`src/rtl/core/length_prefixed_packet_deframer_unit_assert.svh`:
```
// Assertion macros for the length-prefixed packet deframer.
// Used by the top level; needs a clock named clk and a reset named rst in scope.
`ifndef LENGTH_PREFIXED_PACKET_DEFRAMER_UNIT_ASSERT_SVH
`define LENGTH_PREFIXED_PACKET_DEFRAMER_UNIT_ASSERT_SVH

`ifndef NO_ASSERTIONS
// same-cycle implication
`define LPD_ASSERT_NOW(label, ante, cons) \
  label: assert property (@(posedge clk) disable iff (rst) (ante) |-> (cons)) \
    else $error("deframer assertion failed");
// next-cycle implication
`define LPD_ASSERT_NEXT(label, ante, cons) \
  label: assert property (@(posedge clk) disable iff (rst) (ante) |=> (cons)) \
    else $error("deframer assertion failed");
`else
`define LPD_ASSERT_NOW(label, ante, cons)
`define LPD_ASSERT_NEXT(label, ante, cons)
`endif

`endif

```
`src/rtl/core/lpd_pkg.sv`:
```
// Shared types and constants for the length-prefixed packet deframer.
// No dependencies.
`default_nettype none

package lpd_pkg;

  localparam logic [7:0]  SYNC_FIRST  = 8'hEE;
  localparam logic [7:0]  SYNC_SECOND = 8'hAD;
  localparam logic [15:0] ID_BYTES    = 16'd4;

  // header byte positions
  localparam logic [1:0] HDR_SYNC0 = 2'd0;
  localparam logic [1:0] HDR_SYNC1 = 2'd1;
  localparam logic [1:0] HDR_LENHI = 2'd2;
  localparam logic [1:0] HDR_LENLO = 2'd3;

  localparam logic [1:0] PHASE_HEADER  = 2'd0;
  localparam logic [1:0] PHASE_ID      = 2'd1;
  localparam logic [1:0] PHASE_PAYLOAD = 2'd2;

  localparam logic [1:0] KIND_PAYLOAD  = 2'd0;
  localparam logic [1:0] KIND_EMPTY    = 2'd1;
  localparam logic [1:0] KIND_BAD_SYNC = 2'd2;
  localparam logic [1:0] KIND_SHORT    = 2'd3;

  typedef struct packed {
    logic        valid;
    logic [1:0]  kind;
    logic [31:0] message_id;
    logic [7:0]  payload_byte;
    logic        last;
  } lpd_result_t;

endpackage

`default_nettype wire

```
`src/rtl/core/lpd_parser.sv`:
```
// Per-byte phase machine of the deframer: header, id and payload tracking.
// Depends on lpd_pkg.
`default_nettype none

module lpd_parser (
  input  wire logic               clk,
  input  wire logic               rst,
  input  wire logic               step,
  input  wire logic [7:0]         data_byte,
  output lpd_pkg::lpd_result_t    res
);
  import lpd_pkg::*;

  logic [1:0]  phase, phase_next;
  logic [15:0] byte_count, byte_count_next;
  logic        sync_good, sync_good_next;
  logic [15:0] packet_length, packet_length_next;
  logic [31:0] id_register, id_register_next;

  logic [15:0] count_inc;
  logic [15:0] remaining;
  logic [15:0] len_full;

  assign count_inc = byte_count + 16'd1;
  assign remaining = packet_length - ID_BYTES;
  assign len_full  = {packet_length[15:8], data_byte};

  always_comb begin
    phase_next         = phase;
    byte_count_next    = byte_count;
    sync_good_next     = sync_good;
    packet_length_next = packet_length;
    id_register_next   = id_register;
    res                = '0;

    unique case (phase)
      PHASE_ID: begin
        unique case (byte_count[1:0])
          2'd0: id_register_next[7:0]   = data_byte;
          2'd1: id_register_next[15:8]  = data_byte;
          2'd2: id_register_next[23:16] = data_byte;
          2'd3: id_register_next[31:24] = data_byte;
          default: id_register_next = id_register;
        endcase
        if (byte_count[1:0] == 2'd3) begin
          if (packet_length == ID_BYTES) begin
            res.valid      = 1'b1;
            res.kind       = KIND_EMPTY;
            res.message_id = id_register_next;
            res.last       = 1'b1;
            phase_next     = PHASE_HEADER;
            sync_good_next = 1'b1;
          end else begin
            phase_next = PHASE_PAYLOAD;
          end
          byte_count_next = '0;
        end else begin
          byte_count_next = count_inc;
        end
      end

      PHASE_PAYLOAD: begin
        res.valid        = 1'b1;
        res.kind         = KIND_PAYLOAD;
        res.message_id   = id_register;
        res.payload_byte = data_byte;
        res.last         = (count_inc >= remaining);
        if (res.last) begin
          phase_next      = PHASE_HEADER;
          byte_count_next = '0;
          sync_good_next  = 1'b1;
        end else begin
          byte_count_next = count_inc;
        end
      end

      default: begin
        // header phase; the unused code restarts a header at its first byte
        logic [1:0] hpos;
        hpos = (phase == PHASE_HEADER) ? byte_count[1:0] : HDR_SYNC0;
        phase_next      = PHASE_HEADER;
        byte_count_next = {14'd0, hpos} + 16'd1;
        unique case (hpos)
          HDR_SYNC0: sync_good_next     = (data_byte == SYNC_FIRST);
          HDR_SYNC1: sync_good_next     = sync_good && (data_byte == SYNC_SECOND);
          HDR_LENHI: packet_length_next = {data_byte, 8'h00};
          HDR_LENLO: begin
            packet_length_next = len_full;
            byte_count_next    = '0;
            if (!sync_good) begin
              res.valid      = 1'b1;
              res.kind       = KIND_BAD_SYNC;
              res.last       = 1'b1;
              sync_good_next = 1'b1;
            end else if (len_full < ID_BYTES) begin
              res.valid      = 1'b1;
              res.kind       = KIND_SHORT;
              res.last       = 1'b1;
              sync_good_next = 1'b1;
            end else begin
              phase_next       = PHASE_ID;
              id_register_next = '0;
            end
          end
          default: sync_good_next = sync_good;
        endcase
      end
    endcase
  end

  always_ff @(posedge clk) begin
    if (rst) begin
      phase         <= PHASE_HEADER;
      byte_count    <= '0;
      sync_good     <= 1'b1;
      packet_length <= '0;
      id_register   <= '0;
    end else if (step) begin
      phase         <= phase_next;
      byte_count    <= byte_count_next;
      sync_good     <= sync_good_next;
      packet_length <= packet_length_next;
      id_register   <= id_register_next;
    end
  end

endmodule

`default_nettype wire

```
`src/rtl/core/length_prefixed_packet_deframer_unit.sv`:
```
// Top level of the length-prefixed packet deframer: input register, parser, result register.
// Depends on lpd_pkg, lpd_parser and length_prefixed_packet_deframer_unit_assert.svh.
//
//  channel | dir | signals                          | contents
//  --------+-----+----------------------------------+-------------------------------
//  s_      | in  | tvalid tready tdata[7:0]         | one stream byte per beat
//  m_      | out | tvalid tready tdata tuser tlast  | payload byte / packet event
//
// Throughput: one byte per cycle sustained while m_ is not stalled. A byte accepted on s_
// is held in the input register and parsed as it advances; any result is registered onto m_.
// Two register stages (input byte, result) each take a new beat when their own
// downstream slot is free, so a stalled m_ side holds two beats before s_tready falls.
// Reset (rst, synchronous, active high) returns the parser to header hunting with
// no beats held. A packet that never completes simply waits; there is no timeout.
`default_nettype none

module length_prefixed_packet_deframer_unit (
  input  wire logic        clk,
  input  wire logic        rst,
  input  wire logic        s_tvalid,
  output      logic        s_tready,
  input  wire logic [7:0]  s_tdata,   // [7:0] data_byte
  output      logic        m_tvalid,
  input  wire logic        m_tready,
  output      logic [39:0] m_tdata,   // [31:0] message_id, [39:32] payload_byte
  output      logic [1:0]  m_tuser,   // [1:0] kind
  output      logic        m_tlast
);
  import lpd_pkg::*;

  // input stage
  logic       in_valid;
  logic [7:0] in_byte;
  logic       advance;     // input beat moves through the parser this cycle

  lpd_result_t res;

  assign advance  = in_valid && (!m_tvalid || m_tready);
  assign s_tready = !in_valid || advance;

  always_ff @(posedge clk) begin
    if (rst) begin
      in_valid <= 1'b0;
    end else if (s_tvalid && s_tready) begin
      in_valid <= 1'b1;
    end else if (advance) begin
      in_valid <= 1'b0;
    end
  end

  always_ff @(posedge clk) begin
    if (s_tvalid && s_tready) begin
      in_byte <= s_tdata;
    end
  end

  lpd_parser u_parser (
    .clk       (clk),
    .rst       (rst),
    .step      (advance),
    .data_byte (in_byte),
    .res       (res)
  );

  // result register; a byte with no result still advances but leaves it empty
  always_ff @(posedge clk) begin
    if (rst) begin
      m_tvalid <= 1'b0;
    end else if (advance) begin
      m_tvalid <= res.valid;
    end else if (m_tready) begin
      m_tvalid <= 1'b0;
    end
  end

  always_ff @(posedge clk) begin
    if (advance && res.valid) begin
      m_tdata <= {res.payload_byte, res.message_id};
      m_tuser <= res.kind;
      m_tlast <= res.last;
    end
  end

`include "length_prefixed_packet_deframer_unit_assert.svh"

  // anything other than a payload byte closes its packet or is an error
  `LPD_ASSERT_NOW(a_event_last, m_tvalid && (m_tuser != KIND_PAYLOAD), m_tlast)
  // header errors carry neither id nor payload
  `LPD_ASSERT_NOW(a_err_zero, m_tvalid && (m_tuser == KIND_BAD_SYNC || m_tuser == KIND_SHORT), m_tdata == 40'd0)
  // a held input byte is never dropped while the result side stalls
  `LPD_ASSERT_NEXT(a_in_hold, in_valid && !advance, in_valid && $stable(in_byte))

endmodule

`default_nettype wire

```
`config.mk`:
```
export PLATFORM = sky130hd
export DESIGN_NAME = length_prefixed_packet_deframer_unit
export DESIGN_NICKNAME = d
export VERILOG_FILES = /design/src/rtl/core/lpd_pkg.sv /design/src/rtl/core/lpd_parser.sv /design/src/rtl/core/length_prefixed_packet_deframer_unit.sv
export VERILOG_INCLUDE_DIRS = /design/src /design/src/rtl/core
export SDC_FILE = /design/constraint.sdc
export NUM_CORES = 1
export LEC_CHECK = 0
export CAP_MARGIN = 20
export CELL_PAD_IN_SITES_DETAIL_PLACEMENT = 1
export CELL_PAD_IN_SITES_GLOBAL_PLACEMENT = 1
export CORE_ASPECT_RATIO = 1.1
export CORE_UTILIZATION = 50
export CTS_CLUSTER_DIAMETER = 100
export DETAILED_ROUTE_END_ITERATION = 16
export DONT_BUFFER_PORTS = 1
export GPL_TIMING_DRIVEN = 0
export PLACE_DENSITY = 0.75
export SYNTH_ARGS = -nofsm -noshare
export SYNTH_HDL_FRONTEND = slang
export SYNTH_SLANG_ARGS = --single-unit
```
`constraint.sdc`:
```
create_clock -name clk -period 5.3 [get_ports clk]
set_input_delay 0.795 -clock clk [delete_from_list [all_inputs] [get_ports clk]]
set_output_delay 0.795 -clock clk [all_outputs]
set_load 0.1 [all_outputs]
```
==> impl_summary.md <==
Outcome
The flow ran to the end, and the final reports show no timing, DRC or antenna violations.

Timing
The number of endpoints failing setup at the final stage is 0. The worst relative slew slack is 31.7%. Across the routed clock network, the largest skew measured is 6.98 ps. Setup repair after global routing left no endpoint under its margin. The pin slew with the least headroom to its limit is 1020 ps. The number of hold violations in the final report is 0. Adding up every negative setup slack in the final design gives 0 ps. In the finished design, the share of the clock period the worst path needs comes to 82.1%.

The final hold slack is 466 ps. The total count of max-transition violations in the final report came to 0. The maximum operating frequency is 230 MHz. For the finished layout, the period the worst path requires is 4350 ps.

Clock network
The clock sink count is 120. The total clock buffers created by CTS is 17. The number of cells upsized or downsized after cts is 0. The CTS tree is yes. Clock latency on the worst-skew pair, taken at its later pin, is 420 ps. The number of hold buffers added after cts is 0. The maximum count of clock buffers along a single path is 2. CTS built an H-tree with a depth of 4. CTS placed an instance of sky130_fd_sc_hd__clkbuf_16 at the clock tree root. Clock-pin slew was measured on the worst setup and hold paths at 60 ps. Once the clock tree was built, the setup fixing pass inserted 0 buffers.

Layout
The number of antenna diodes in the final layout is 0. The final cell count without fillers is 737. The net count reported at finish is 618. The final core area utilization is 59.8%. The area growth from synthesis to layout is 15.0%. The sequential standard cell area is 0.00291 mm². The number of fillers in the final layout is 1196.

The finished cells cover 0.00658 mm². Cells with a size suffix above 1 make up 8.14% of the layout. In the final layout, the multi-input gates occupy 0.00264 mm².

Logic synthesis
The fraction of the mapped netlist area in compound gates is 17.2%. After synthesis, the cell types taking the most area are sky130_fd_sc_hd__edfxtp_1 (27%), sky130_fd_sc_hd__dfxtp_1 (24%), sky130_fd_sc_hd__a22o_1 (8.4%). After Yosys synthesis, and, or, nand and nor cells account for 17.6% of the synthesized area. During synthesis, Yosys emitted a total of 0 warnings. After Yosys synthesis, XOR and XNOR cells account for 3.21% of the synthesized area.

The number of instances in the synthesized netlist is 557. The sequential element share of the synthesized area is 50.9%. Counting flops with a built-in enable in the synthesized netlist gives 51. After synthesis, the share of flip-flops with an asynchronous set or reset is 0%. Summing the areas of all fa, ha and maj instances in the mapped netlist gives 6.34% of the synthesized area. The top-area cell type share of the netlist area is 26.8%. The netlist uses 52 different library cells.

After synthesis the netlist holds a flip-flop and latch count of 120. The mean instance size in the synthesized netlist is 10.3 µm². The mapped cell area is 0.00572 mm². The net count after synthesis is 598. The top cell type by total area after synthesis is sky130_fd_sc_hd__edfxtp_1. The dominant register cell in the synthesized netlist is sky130_fd_sc_hd__dfxtp_1. After synthesis, the largest family of logic cells by area is simple AND/OR/NAND/NOR gates. The portion of netlist area occupied by mux cells is 1.57%.

Die
The area of the placeable core is 0.0110 mm². The width of the chip is 104 µm. The overall die area is 0.0119 mm².

The floorplan step set the die height to 114 µm. For this configuration, the core starts out at a cell density of 52.0%. The floorplan has 40 rows.

57 I/O pins were placed.

Setup path
STA classifies the critical path startpoint as a flop. The maximum fanout along the worst path is 10. The depth of the worst register-to-register path is 13.

Data on the critical path arrives at its endpoint at 4640 ps. The nature of the critical path endpoint is a flop. The data required time of the worst path is 5590 ps. The critical setup path kind is flop to flop. In this run the register-to-register setup slack is 950 ps.

Drt
In the routed design, unresolved DRC markers number 0. The routed design uses 8860 µm of met2 wire. The top routing layer in use is met4.

In the final routed layout, each cell accounts on average for 22.5 µm. In this run the remaining antenna-violating nets after routing total 0. The iteration-0 DRC count of the detailed router is 214. The detailed router put a total of 6470 µm of wire on met1. The via density per instance is 6.15. Detailed routing inserted a total of 4533 vias. The first detailed-routing pass took 5 iterations.

Summed over all nets, wire length on met3 after detailed routing comes to 529 µm. The final layout contains routed wiring with a total length of 16600 µm.

Power
IR analysis of the VDD net gives a maximum drop of 0.200 mV. The static leakage is 2.63 nW. The power per unit of standard cell area is 347 mW/mm².

GRT
The global-route wire length before repair is 26400 µm. Global routing finished with a remaining overflow of 0. The number of global-route vias before repair is 4932.

The total global routing track utilization is 29.3%. Entering global routing, the biggest net connects 30 pins. The number of antenna violations at the first check in global routing is 0.

Placement
The count of placed standard cells including taps is 705. The estimated wirelength of the detail-placed design is 11100 µm. The final RePlAce weighted congestion is 0.922. Summing all placed instances gives a cell area of 0.00594 mm². The number of port buffers is 0.

Worst hold path
The class of the worst hold path is input pin to flop. Counting instances, the worst hold path has a depth of 0.

Run
The tool flagged a number of max-cap violations equal to 0.
[sequential cells by signal, summed over array words and instances, names as in the netlist]
name,count
m_tvalid,1
in_valid,1
u_parser.packet_length,16
in_byte,8
m_tlast,1
u_parser.sync_good,1
m_tdata,40
u_parser.phase,2
u_parser.id_register,32
m_tuser,2
u_parser.byte_count,16
[stage by stage]
stage | power [W] | setup WS (ps)
2_1_floorplan | 0.00102 | 1190
3_3_place_gp | 0.00104 | -268
3_5_place_dp | 0.00105 | 984
4_1_cts | 0.00229 | 958
5_1_grt | 0.00234 | 756
6_report | 0.00228 | 950
[layer usage]
metal	track usage, %	vias to the layer above
li1	-	2095
met1	30.8	2282
met4	17.2	0
met3	5.92	45
met5	0	-
met2	54.3	111
[cells in the final DEF (no fill, tap or decap), drive strengths merged, types with 4 or more instances in the layout]
master	instances
nor3	10
nor4	7
a22o	55
clkbuf	42
inv	20
nand3	22
o211ai	11
buf	8
nand2	76
xnor2	11
nor2b	10
and2	17
a21oi	24
ha	29
edfxtp	51
xor2	10
o21ai	19
dfxtp	69
mux2i	9
nor2	31
nand4	6
nand2b	4
bufinv	4
and3	5
clkinv	6
[cells in the mapped netlist, drive strengths merged, types with 3 or more instances]
library cell and count:
a2111oi 3, a21oi 24, a22o 55, a32o 3, and2 17, and3 5
buf 7, clkbuf 25, dfxtp 69, edfxtp 51, ha 29, inv 15
mux2i 9, nand2 76, nand2b 4, nand3 22, nand4 6, nor2 31
nor2b 10, nor3 10, nor4 7, o211ai 11, o21ai 19, or2 3
or3 3, xnor2 11, xor2 10
[final timing paths]
check	to	startpoint
worst min register to register	u_parser.id_register[29]	u_parser.id_register[29]
worst min-delay path	in_byte[4]	s_tdata[4]
worst max register to register	u_parser.phase[0]	u_parser.packet_length[4]
worst max-delay path	u_parser.phase[0]	u_parser.packet_length[4]
[final cells by class]
cell class	count	share of cell area, %
Sequential cell	120	44.3
Multi-Input combinational cell	390	40.1
Clock buffer	17	6.47
Clock inverter	15	3.27
Tap cell	147	2.80
Buffer	32	1.98
Inverter	15	0.856
Timing Repair Buffer	1	0.304
[where the power goes]
part	internal [W]	total, W	switching (W)
clock network	0.000798	0.00125	0.000456
registers	0.000962	0.000967	0.00000409
logic	0.0000141	0.0000619	0.0000478
total	0.00177	0.00228	0.000508
[cell families after synthesis]
logic type,after synthesis
AND/OR/NAND/NOR,204
XOR/XNOR,21
multiplexers,9
buffers and inverters,47
AO/OA/AOI/OAI,127
adder cells (fa/ha/maj),29
flip-flops,120
[worst max-delay path, stage by stage, from the launching register on]
cell,delay [ps]
sky130_fd_sc_hd__dfxtp_1,360
sky130_fd_sc_hd__nor4_1,630
sky130_fd_sc_hd__nand3_1,350
sky130_fd_sc_hd__nor3_1,380
sky130_fd_sc_hd__nand2_1,150
sky130_fd_sc_hd__xor2_1,190
sky130_fd_sc_hd__ha_1,340
sky130_fd_sc_hd__nand2_2,80
sky130_fd_sc_hd__or4_4,570
sky130_fd_sc_hd__a2111oi_4,340
sky130_fd_sc_hd__nor4b_1,160
sky130_fd_sc_hd__buf_2,230
sky130_fd_sc_hd__nor3_1,310
sky130_fd_sc_hd__o31ai_1,120
Note: power is estimated with default switching activity, not from simulation.
